`src/bfr_pkg.sv`:
```
`timescale 1ns / 1ps
// ----------------------------------------------------------------------------
// bfr_pkg
// Types and constants of the brace fold region finder.
// ----------------------------------------------------------------------------
package bfr_pkg;

	localparam int INDENT_W    = 12;
	localparam int OUT_LINE_W  = 16;
	localparam int MIN_W       = 16;
	localparam int TAB_W       = 5;
	localparam int CHAR_W      = 8;
	localparam int CFG_ADDR_W  = 1;
	localparam int CFG_DATA_W  = 16;
	localparam int OUT_TDATA_W = 48;

	localparam logic [INDENT_W-1:0] INDENT_MAX = 12'hFFF;
	localparam logic [TAB_W-1:0]    TAB_RESET  = 5'd4;

	localparam logic [CHAR_W-1:0] CH_OPEN  = 8'h7B;
	localparam logic [CHAR_W-1:0] CH_CLOSE = 8'h7D;
	localparam logic [CHAR_W-1:0] CH_SPACE = 8'h20;
	localparam logic [CHAR_W-1:0] CH_TAB   = 8'h09;

	localparam logic REQ_CHAR = 1'b0;
	localparam logic REQ_EOL  = 1'b1;

	localparam logic [CFG_ADDR_W-1:0] REG_MIN_FOLD  = 1'd0;
	localparam logic [CFG_ADDR_W-1:0] REG_TAB_WIDTH = 1'd1;

	typedef struct packed {
		logic push;
		logic pop;
	} stack_ctl_t;

	typedef struct packed {
		logic empty;
		logic full;
	} stack_stat_t;

endpackage

```
`src/brace_fold_region_finder_unit.sv`:
```
`timescale 1ns / 1ps
// A region enters the output buffer as its closing brace is accepted; m_tvalid is registered.
// Throughput: one request per cycle while s_tready is high; the stack is a chain of STACK_DEPTH cells
// that all shift together on every push or pop that the stack takes.
// A two-entry output buffer keeps s_tready high unless both entries are held.
// Reset (arst_n low): counters, stack count, overflow flag and buffers clear;
// registers return to min_fold_lines = 0 and tab_width = 4.
// ----------------------------------------------------------------------------
// brace_fold_region_finder_unit
// Finds brace-delimited fold regions in a text stream.
// ----------------------------------------------------------------------------
module brace_fold_region_finder_unit #(
	parameter int STACK_DEPTH = 64,
	parameter int LINE_BITS   = 16
) (
	input  logic                                clk,
	input  logic                                arst_n,
	input  logic                                s_tvalid,
	output logic                                s_tready,
	input  logic [bfr_pkg::CHAR_W-1:0]          s_tdata,  // char_code
	input  logic [0:0]                          s_tuser,  // req_type
	output logic                                m_tvalid,
	input  logic                                m_tready,
	// open line[15:0], close line[31:16], open indent[43:32], overflow[44], zero pad
	output logic [bfr_pkg::OUT_TDATA_W-1:0]     m_tdata,
	input  logic                                cfg_we,
	input  logic [bfr_pkg::CFG_ADDR_W-1:0]      cfg_addr,
	input  logic [bfr_pkg::CFG_DATA_W-1:0]      cfg_wdata
);

	localparam int ENTRY_W = LINE_BITS + bfr_pkg::INDENT_W;
	localparam int CMP_W   = (LINE_BITS > bfr_pkg::MIN_W) ? LINE_BITS : bfr_pkg::MIN_W;

	logic [bfr_pkg::MIN_W-1:0]    min_fold_q;
	logic [bfr_pkg::TAB_W-1:0]    tab_width_q;
	logic [LINE_BITS-1:0]         line_q;
	logic [bfr_pkg::INDENT_W-1:0] indent_q;
	logic                         lead_q;
	logic                         overflow_q;

	logic                         accept;
	logic                         is_eol;
	logic                         is_space;
	logic                         is_tab;
	logic                         in_lead_ws;
	logic                         brace_ok;
	logic                         open_hit;
	logic                         close_hit;
	logic [bfr_pkg::INDENT_W:0]   indent_sum;
	logic [bfr_pkg::INDENT_W-1:0] indent_add;

	bfr_pkg::stack_ctl_t          stk_ctl;
	bfr_pkg::stack_stat_t         stk_stat;
	logic [ENTRY_W-1:0]           top_entry;
	logic [LINE_BITS-1:0]         top_line;
	logic [bfr_pkg::INDENT_W-1:0] top_indent;

	logic [CMP_W-1:0]             start_ext;
	logic [CMP_W-1:0]             end_ext;
	logic [CMP_W-1:0]             span;
	logic                         res_valid;
	logic [bfr_pkg::OUT_TDATA_W-1:0] res_data;

	// configuration
	always_ff @(posedge clk or negedge arst_n) begin
		if (!arst_n) begin
			min_fold_q  <= '0;
			tab_width_q <= bfr_pkg::TAB_RESET;
		end else if (cfg_we) begin
			unique case (cfg_addr)
				bfr_pkg::REG_MIN_FOLD:  min_fold_q  <= cfg_wdata;
				bfr_pkg::REG_TAB_WIDTH: tab_width_q <= cfg_wdata[bfr_pkg::TAB_W-1:0];
				default: ;
			endcase
		end
	end

	// request decode
	always_comb begin
		accept     = s_tvalid && s_tready;
		is_eol     = (s_tuser[0] == bfr_pkg::REQ_EOL);
		is_space   = (s_tdata == bfr_pkg::CH_SPACE);
		is_tab     = (s_tdata == bfr_pkg::CH_TAB);
		in_lead_ws = lead_q && (is_space || is_tab);
		brace_ok   = accept && !is_eol && !in_lead_ws;
		open_hit   = brace_ok && (s_tdata == bfr_pkg::CH_OPEN);
		close_hit  = brace_ok && (s_tdata == bfr_pkg::CH_CLOSE);

		indent_add = is_tab ? bfr_pkg::INDENT_W'(tab_width_q) : bfr_pkg::INDENT_W'(1);
		indent_sum = {1'b0, indent_q} + {1'b0, indent_add};

		stk_ctl.push = open_hit;
		stk_ctl.pop  = close_hit;
	end

	// line, indent and overflow tracking
	always_ff @(posedge clk or negedge arst_n) begin
		if (!arst_n) begin
			line_q     <= '0;
			indent_q   <= '0;
			lead_q     <= 1'b1;
			overflow_q <= 1'b0;
		end else if (accept) begin
			if (is_eol) begin
				if (!(&line_q)) begin
					line_q <= line_q + 1'b1;
				end
				indent_q <= '0;
				lead_q   <= 1'b1;
			end else if (in_lead_ws) begin
				indent_q <= indent_sum[bfr_pkg::INDENT_W] ? bfr_pkg::INDENT_MAX
					: indent_sum[bfr_pkg::INDENT_W-1:0];
			end else begin
				lead_q <= 1'b0;
				if (open_hit && stk_stat.full) begin
					overflow_q <= 1'b1;
				end
			end
		end
	end

	bfr_stack #(
		.DEPTH  (STACK_DEPTH),
		.ENTRY_W(ENTRY_W)
	) u_stack (
		.clk       (clk),
		.arst_n    (arst_n),
		.ctl       (stk_ctl),
		.push_entry({line_q, indent_q}),
		.top_entry (top_entry),
		.stat      (stk_stat)
	);

	// region check on the popped entry
	always_comb begin
		top_line   = top_entry[ENTRY_W-1:bfr_pkg::INDENT_W];
		top_indent = top_entry[bfr_pkg::INDENT_W-1:0];
		start_ext  = CMP_W'(top_line);
		end_ext    = CMP_W'(line_q);
		span       = end_ext - start_ext;
		res_valid  = close_hit && !stk_stat.empty && (span >= CMP_W'(min_fold_q));
		res_data   = {3'b000, overflow_q, top_indent,
			end_ext[bfr_pkg::OUT_LINE_W-1:0], start_ext[bfr_pkg::OUT_LINE_W-1:0]};
	end

	bfr_out_buf #(
		.W(bfr_pkg::OUT_TDATA_W)
	) u_out_buf (
		.clk      (clk),
		.arst_n   (arst_n),
		.in_valid (res_valid),
		.in_data  (res_data),
		.in_ready (s_tready),
		.out_valid(m_tvalid),
		.out_ready(m_tready),
		.out_data (m_tdata)
	);

endmodule

```
`src/bfr_cell.sv`:
```
`timescale 1ns / 1ps
// ----------------------------------------------------------------------------
// bfr_cell
// One stack entry; shifts down on push and up on pop.
// ----------------------------------------------------------------------------
module bfr_cell #(
	parameter int W = 28
) (
	input  logic               clk,
	input  bfr_pkg::stack_ctl_t ctl,
	input  logic [W-1:0]       up_d,
	input  logic [W-1:0]       down_d,
	output logic [W-1:0]       entry_q
);

	always_ff @(posedge clk) begin
		if (ctl.push) begin
			entry_q <= up_d;
		end else if (ctl.pop) begin
			entry_q <= down_d;
		end
	end

endmodule

```
`src/bfr_stack.sv`:
```
`timescale 1ns / 1ps
// ----------------------------------------------------------------------------
// bfr_stack
// Open-brace stack as a chain of cells with the top in cell 0.
// ----------------------------------------------------------------------------
module bfr_stack #(
	parameter int DEPTH   = 64,
	parameter int ENTRY_W = 28
) (
	input  logic                 clk,
	input  logic                 arst_n,
	input  bfr_pkg::stack_ctl_t  ctl,
	input  logic [ENTRY_W-1:0]   push_entry,
	output logic [ENTRY_W-1:0]   top_entry,
	output bfr_pkg::stack_stat_t stat
);

	localparam int PTR_W = $clog2(DEPTH + 1);

	logic [PTR_W-1:0]   count_q;
	logic [ENTRY_W-1:0] cell_q [DEPTH];
	bfr_pkg::stack_ctl_t cell_ctl;

	always_comb begin
		stat.empty    = (count_q == '0);
		stat.full     = (count_q == PTR_W'(DEPTH));
		// drop a push on a full stack and a pop on an empty one
		cell_ctl.push = ctl.push && !stat.full;
		cell_ctl.pop  = ctl.pop && !stat.empty;
	end

	always_ff @(posedge clk or negedge arst_n) begin
		if (!arst_n) begin
			count_q <= '0;
		end else if (cell_ctl.push) begin
			count_q <= count_q + 1'b1;
		end else if (cell_ctl.pop) begin
			count_q <= count_q - 1'b1;
		end
	end

	for (genvar i = 0; i < DEPTH; i++) begin : g_cell
		logic [ENTRY_W-1:0] up_d;
		logic [ENTRY_W-1:0] down_d;

		if (i == 0) begin : g_head
			assign up_d = push_entry;
		end else begin : g_body
			assign up_d = cell_q[i-1];
		end

		if (i == DEPTH - 1) begin : g_tail
			assign down_d = cell_q[i];
		end else begin : g_inner
			assign down_d = cell_q[i+1];
		end

		bfr_cell #(
			.W(ENTRY_W)
		) u_cell (
			.clk    (clk),
			.ctl    (cell_ctl),
			.up_d   (up_d),
			.down_d (down_d),
			.entry_q(cell_q[i])
		);
	end

	assign top_entry = cell_q[0];

endmodule

```
`src/bfr_out_buf.sv`:
```
`timescale 1ns / 1ps
// ----------------------------------------------------------------------------
// bfr_out_buf
// Output register with a skid entry behind it.
// ----------------------------------------------------------------------------
module bfr_out_buf #(
	parameter int W = 48
) (
	input  logic         clk,
	input  logic         arst_n,
	input  logic         in_valid,
	input  logic [W-1:0] in_data,
	output logic         in_ready,
	output logic         out_valid,
	input  logic         out_ready,
	output logic [W-1:0] out_data
);

	logic         out_valid_q;
	logic [W-1:0] out_data_q;
	logic         skid_valid_q;
	logic [W-1:0] skid_data_q;
	logic         take;

	assign take      = out_valid_q && out_ready;
	assign in_ready  = !skid_valid_q;
	assign out_valid = out_valid_q;
	assign out_data  = out_data_q;

	always_ff @(posedge clk or negedge arst_n) begin
		if (!arst_n) begin
			out_valid_q  <= 1'b0;
			skid_valid_q <= 1'b0;
		end else if (skid_valid_q) begin
			if (take) begin
				out_valid_q  <= 1'b1;
				skid_valid_q <= 1'b0;
			end
		end else if (in_valid) begin
			if (!out_valid_q || take) begin
				out_valid_q <= 1'b1;
			end else begin
				skid_valid_q <= 1'b1;
			end
		end else if (take) begin
			out_valid_q <= 1'b0;
		end
	end

	always_ff @(posedge clk) begin
		if (skid_valid_q) begin
			if (take) begin
				out_data_q <= skid_data_q;
			end
		end else if (in_valid) begin
			if (!out_valid_q || take) begin
				out_data_q <= in_data;
			end else begin
				skid_data_q <= in_data;
			end
		end
	end

endmodule

```
`config.mk`:
```
export PLATFORM = sky130hd
export DESIGN_NAME = brace_fold_region_finder_unit
export DESIGN_NICKNAME = d
export VERILOG_FILES = /design/src/bfr_pkg.sv /design/src/brace_fold_region_finder_unit.sv /design/src/bfr_cell.sv /design/src/bfr_stack.sv /design/src/bfr_out_buf.sv
export SDC_FILE = /design/constraint.sdc
export NUM_CORES = 2
export LEC_CHECK = 0
export BUFFER_PORTS_ARGS = -buffer_cell sky130_fd_sc_hd__buf_2
export CORE_MARGIN = 10
export CORE_UTILIZATION = 35
export CTS_CLUSTER_DIAMETER = 50
export CTS_CLUSTER_SIZE = 10
export DETAILED_ROUTE_END_ITERATION = 16
export SLEW_MARGIN = 40
export SYNTH_ARGS = -nofsm -noshare
export SYNTH_HDL_FRONTEND = slang
export SYNTH_SLANG_ARGS = --single-unit
```
`constraint.sdc`:
```
create_clock -name clk -period 128.1 [get_ports clk]
set_input_delay 12.81 -clock clk [delete_from_list [all_inputs] [get_ports clk]]
set_output_delay 12.81 -clock clk [all_outputs]
set_load 0.02 [all_outputs]
```
# Yosys cells after proc, flatten, opt, wreduce, memory -nomap -nowiden
# Cells that the tools add are included.
# Widths: inputs -> output; s select.
dict set report word_totals {
  reg_bits 1945
  output_inout_bits 50
  input_bits 31
  word_cells 277
}
dict set report classes {
  n_lt_le_gt_ge 1
  eq_ne 8
  add_sub_neg 5
  n_mux 147
  n_reduce_logical 35
  bitwise_logic 6
}
# operator n
set op_table {}
lappend op_table {{$mux 28} 126}
lappend op_table {{$mux 48} 4}
lappend op_table {{$mux 12} 3}
lappend op_table {{$add 16x1->16 const B} 1}
lappend op_table {{$eq 8x7->1 const B} 2}
lappend op_table {{$ge 16x16->1} 1}
lappend op_table {{$reduce_and 16->1} 1}
lappend op_table {{$sub 16x16->16} 1}
lappend op_table {{$mux 7} 2}
lappend op_table {{$add 12x5->13} 1}
lappend op_table {{$reduce_and 3->1} 4}
lappend op_table {{$logic_and 1x1->1} 11}
lappend op_table {{$mux 1} 11}
lappend op_table {{$reduce_bool 2->1} 5}
lappend op_table {{$eq 8x4->1 const B} 1}
lappend op_table {{$eq 8x6->1 const B} 1}
lappend op_table {{$reduce_and 2->1} 4}
lappend op_table {{$add 7x1->7 const B} 1}
lappend op_table {{$eq 7x7->1 const B} 1}
lappend op_table {{$logic_not 7->1} 1}
lappend op_table {{$sub 7x1->7 const B} 1}
lappend op_table {{$logic_not 1->1} 6}
lappend op_table {{$not 1->1} 6}
lappend op_table {{$mux 5} 1}
lappend op_table {{4 further kinds} 6}

# Depth between registers and ports, before layout
dict set report depth {
  depth_word 10
  ltp_mapped 16
  depth_no_buf 16
}

# Modules after synthesis
# A second synthesis with hierarchy kept.
dict set report hier_totals {
  cells_unflattened 4475
  hier_area_um2 86407.9
}
# mod seq_area_each_um2 instances cells_each area_each_um2
set modules_own_cells {}
lappend modules_own_cells {bfr_cell 840.8 64 60 1223.7}
lappend modules_own_cells {bfr_out_buf 2932.8 1 162 3808.7}
lappend modules_own_cells {brace_fold_region_finder_unit 1278.7 1 410 3649.8}
lappend modules_own_cells {bfr_stack 175.2 1 63 634.4}

# Worst setup path before layout
# No wires, ideal clock.
dict set report synth_path {
  path_type {input to register}
  startpoint {input s_tuser}
  endpoint {register u_stack.g_cell[0].u_cell.entry_q[0] (enable)}
  setup_time_ns 4.146
  arrival_ns 90.743
  path_slack_ns 33.211
  stages 4
  required_ns 123.954
  path_buffers 1
  path_cell_list {buf_2 -> or3b_4 -> nor4_1 -> nor2b_1}
}
dict set report synth_between {
  elab_chain_cells 6
  word_cells_on_any_way 8
  classes_between {reduce/logical (8)}
}
# item line_no
set synth_lines {}
lappend synth_lines {{start, declared} brace_fold_region_finder_unit.sv:21} ;# input logic [0:0] s_tuser,
lappend synth_lines {{$logic_not 1->1 *} brace_fold_region_finder_unit.sv:85} ;# brace_ok = accept && !is_eol && !in_lead_ws;
lappend synth_lines {{$logic_and 1x1->1 * (2 in a row)} brace_fold_region_finder_unit.sv:85}
lappend synth_lines {{$logic_and 1x1->1, on equally long branches} {brace_fold_region_finder_unit.sv:87, brace_fold_region_finder_unit.sv:86}}
lappend synth_lines {{$logic_and 1x1->1, on equally long branches} {bfr_stack.sv:29, bfr_stack.sv:28}}
lappend synth_lines {{$reduce_bool 2->1 (no source line) *} n/a}
lappend synth_lines {{end signal, assigned} bfr_cell.sv:18} ;# entry_q <= up_d;
lappend synth_lines {{end signal, assigned} bfr_cell.sv:20} ;# entry_q <= down_d;
lappend synth_lines {{end, declared} bfr_cell.sv:13} ;# output logic [W-1:0] entry_q
# Mark *: on every way between the ends. The rest lies on a longest branch, timed or not.
# A chain may end at the register's enable or synchronous reset.

# Final worst setup path
dict set report layout_path {
  startpoint {input s_tuser}
  endpoint {register u_stack.g_cell[60].u_cell.entry_q[14] (enable)}
}
dict set report layout_between {
  elab_chain_cells 6
  word_cells_on_any_way 8
  classes_between {reduce/logical (8)}
}
# item line_no
set layout_lines {}
lappend layout_lines {{$logic_not 1->1 *} brace_fold_region_finder_unit.sv:85}
lappend layout_lines {{$logic_and 1x1->1 * (2 in a row)} brace_fold_region_finder_unit.sv:85}
lappend layout_lines {{$logic_and 1x1->1, on equally long branches} {brace_fold_region_finder_unit.sv:87, brace_fold_region_finder_unit.sv:86}}
lappend layout_lines {{$logic_and 1x1->1, on equally long branches} {bfr_stack.sv:29, bfr_stack.sv:28}}
lappend layout_lines {{$reduce_bool 2->1 (no source line) *} n/a}
lappend layout_lines {{end signal, assigned} bfr_cell.sv:18}
lappend layout_lines {{end signal, assigned} bfr_cell.sv:20}
lappend layout_lines {{end, declared} bfr_cell.sv:13}
# Marked as above.

==> impl_results.md <==
* Status: complete, no violations
* Clk pwr share at 0.435
* Area Growth Syn to Fin at 10.4%
* Peak Freq at about 60 MHz
* PwrDens at between 10 and 15 mW/mm2
* Setup repair bufs after CTS at 0
* Comb power frac at 0.013
* Vias in the first global route at 52200
* Leakage power at roughly 32 nW
* Busiest grt layer: met2
* Via/cell ratio at roughly 4.7
* I/O Buffers at 77
* Post-Place Cells at between 10000 and 15000
* Peak supply drop at roughly 0.011 mV
* Tot Pwr at 1.25 mW
* Placed cell areas at roughly 0.086 mm2
* Die width at between 500 and 600 um
* Max_cap viols at 0
* CP Capture Type: flop
* Max Root-Sink Buffers at 3
* Net switching power at 0.249 mW
* Internal at 1.00 mW
* Sw Ratio at 0.199
* Setup Viol. Count Final at 0
* Worst-path clk slew at about 0.050 ns
* Flop pwr share at 0.553
* CTS resizes at 0
* Synth cell types at 54
* Min-delay worst type: reg2reg
* RSZ-0062 raised after global routing: no
* WP data required at between 100 and 150 ns
* CORE AREA at ~0.24 mm2
* Worst Path Arrival at around 17 ns
* Final min period at roughly 17 ns
* Met3 usage at 0.0205
* Antenna violations before repair at 1
* Pin count of the biggest net entering global routing at ~210
* Clock latency on the worst-skew pair at ~0.83 ns
* Total Routing Usage GR at 0.116
* Final non-filler cell total at between 10000 and 15000
* Kind of critical path: in2reg
* Share of cells above drive strength 1 at 0.0532
* TritonCTS clock tree: done
* Num CTS Buffers at around 220
* Clk_skew at roughly 0.043 ns
* IO Count at a little over 80
* Final estimated routing congestion in global placement at about 0.76
* CTS Root Cell: clkbuf_16
* Global-route wire length before repair at around 260000 um
* Final WL at 154000 um
* # clock sinks at 1942
* Crit-path max FO at slightly below 100
* Reg-to-reg slack, setup at between 100 and 150 ns
* Remaining antenna violation count at 0
* Worst hold slack at 0.444 ns
* H-tree levels at 4
* Warnings from Yosys at 0
* Post-CTS Hold Buffers at 0
* GR met1 Demand/Resource at 0.164
* Critical Path Source Type: primary input
* Cell area after synthesis at ~0.084 mm2
* Total number of vias at about 53000
* Post-route cell area at between 0.09 and 0.1 mm2
* Avg WL per Cell at 13.7 um
* Die footprint at around 0.26 mm2
* Number of DRC markers in iteration 0 at 4457
* Met2 usage in global routing at 0.185
* FF+latch count, synth at ~1900
* Worst-Margin Slew at about 0.85 ns
* EDFF count, synth at between 1500 and 2000
* Max-slew headroom at 0.425
* Seq/Total Area, Yosys at 0.694
* HPWL after DPL at a little under 90000 um
* Final worst path period share at 0.131
* Post-Syn Instances at a little over 8000
* Row count at ~180
* Final hold violations at 0
* Commonest non-fill, non-tap cell in the layout: nand2_1
* Nets at approximately 8000
* Main synth FF type: edfxtp_1
* Fin. max-slew vios at 0
* 1st-pass router iterations at 5
* Die span in y at 509 um
* Async set-reset flop share out of synthesis at 0.0309
* Leading cell types in the layout, fill and taps excluded: nand2_1 (5319), edfxtp_1 (1882), clkbuf_16 (218)
* Setup TNS at 0 ns
* Gr ovfl total at 0
* DRC errors left at 0
* Starting Density at 0.352
* Syn Area/Cell at approximately 10 um2
## logic make-up after synthesis
kind of cell / count (synthesis) / synth area share
compound gates: 170 / 0.0118
mux: 36 / 0.00485
other cells: 1 / 0.0000448
fa+ha+maj: 45 / 0.00700
buf+inv: 458 / 0.0343
simple gates: 5410 / 0.245
flops: 1942 / 0.694
xor+xnor: 34 / 0.00356
## cell usage after synthesis (all sizes together), types with 4 or more instances
| library cell | count | area [um2] |
|---|---|---|
| xor2 | 11 | 96.3 |
| a21oi | 36 | 184 |
| o21a | 5 | 37.5 |
| xnor2 | 23 | 201 |
| mux2 | 36 | 405 |
| a211oi | 7 | 52.6 |
| nand3 | 14 | 70.1 |
| nor2b | 9 | 56.3 |
| dfrtp | 58 | 1450 |
| nor3 | 5 | 25.0 |
| inv | 48 | 180 |
| nand2 | 5319 | 20000 |
| o31ai | 4 | 30.0 |
| ha | 42 | 526 |
| a21o | 7 | 52.6 |
| buf | 303 | 2290 |
| o21bai | 5 | 37.5 |
| o21ai | 84 | 420 |
| and3 | 10 | 62.6 |
| a31oi | 6 | 37.5 |
| clkbuf | 107 | 402 |
| nand4 | 6 | 37.5 |
| edfxtp | 1882 | 56500 |
| nand2b | 4 | 25.0 |
| nor2 | 26 | 97.6 |
## metal layers
metal	vias up	wire length (um)
li1	26200	-
met1	26000	74700
met2	733	71100
met3	231	5640
met4	0	3020
met5	-	0
## area by class of cell
type | count | area [um2]
fillers | 23200 | 145000
clock buffers | 267 | 5650
inverters | 48 | 180
well taps | 3167 | 3960
clock inverters | 21 | 279
repair buffers | 145 | 1490
multi-input cells | 5698 | 22800
flip-flops and latches | 1942 | 58000
diodes | 1 | 2.50
## power by group through the flow
| stage | clock [mW] | sequential, mW | combinational, mW |
|---|---|---|---|
| 2_1_floorplan | 0 | 0.705 | 0.0120 |
| 3_3_place_gp | 0 | 0.705 | 0.0153 |
| 3_5_place_dp | 0 | 0.705 | 0.0159 |
| 4_1_cts | 0.561 | 0.692 | 0.0160 |
| 5_1_grt | 0.585 | 0.692 | 0.0182 |
| 6_report | 0.545 | 0.692 | 0.0157 |
## worst max-delay path: stages
cell,delay [ns]
buf_2,0.16
or3b_4,0.43
nor4_1,0.51
nor2b_4,0.28
buf_12,0.11
buf_16,0.40
buf_16,0.39
buf_6,0.57
buf_6,0.60
buf_6,0.63
## flip-flops by register name, indices dropped and copies added (netlist names), 5 cells and up
| name | flops |
|---|---|
| min_fold_q | 16 |
| end_ext | 16 |
| u_out_buf.skid_data_q | 45 |
| indent_q | 12 |
| u_out_buf.out_data | 45 |
| u_stack.count_q | 7 |
| u_stack.g_cell.u_cell.entry_q | 1792 |
| tab_width_q | 5 |
## metrics by stage
step / setup WS, ns / utilization
4_1_cts: 111.15 / 0.388
6_report: 111.36 / 0.388
3_3_place_gp: 109.69 / 0.361
5_1_grt: 111.17 / 0.388
3_5_place_dp: 110.26 / 0.363
2_1_floorplan: 33.21 / -
## path summary, 6_finish.rpt
path | start | endpoint | cells past startpoint
worst max register to register | u_out_buf.skid_valid_q$_DFF_PN0_ | u_stack.g_cell[60].u_cell.entry_q[14]$_DFFE_PP_ | 10
worst min register to register | u_stack.g_cell[62].u_cell.entry_q[1]$_DFFE_PP_ | u_stack.g_cell[63].u_cell.entry_q[1]$_DFFE_PP_ | 0
worst max-delay path | s_tuser | u_stack.g_cell[60].u_cell.entry_q[14]$_DFFE_PP_ | 10
max in group asynchronous | arst_n | end_ext[5]$_DFFE_PN0P_ | 2
min in group asynchronous | arst_n | min_fold_q[1]$_DFFE_PN0P_ | 2
worst min-delay path | u_stack.g_cell[62].u_cell.entry_q[1]$_DFFE_PP_ | u_stack.g_cell[63].u_cell.entry_q[1]$_DFFE_PP_ | 0
No activity file was read; power rests on OpenSTA's default activity.
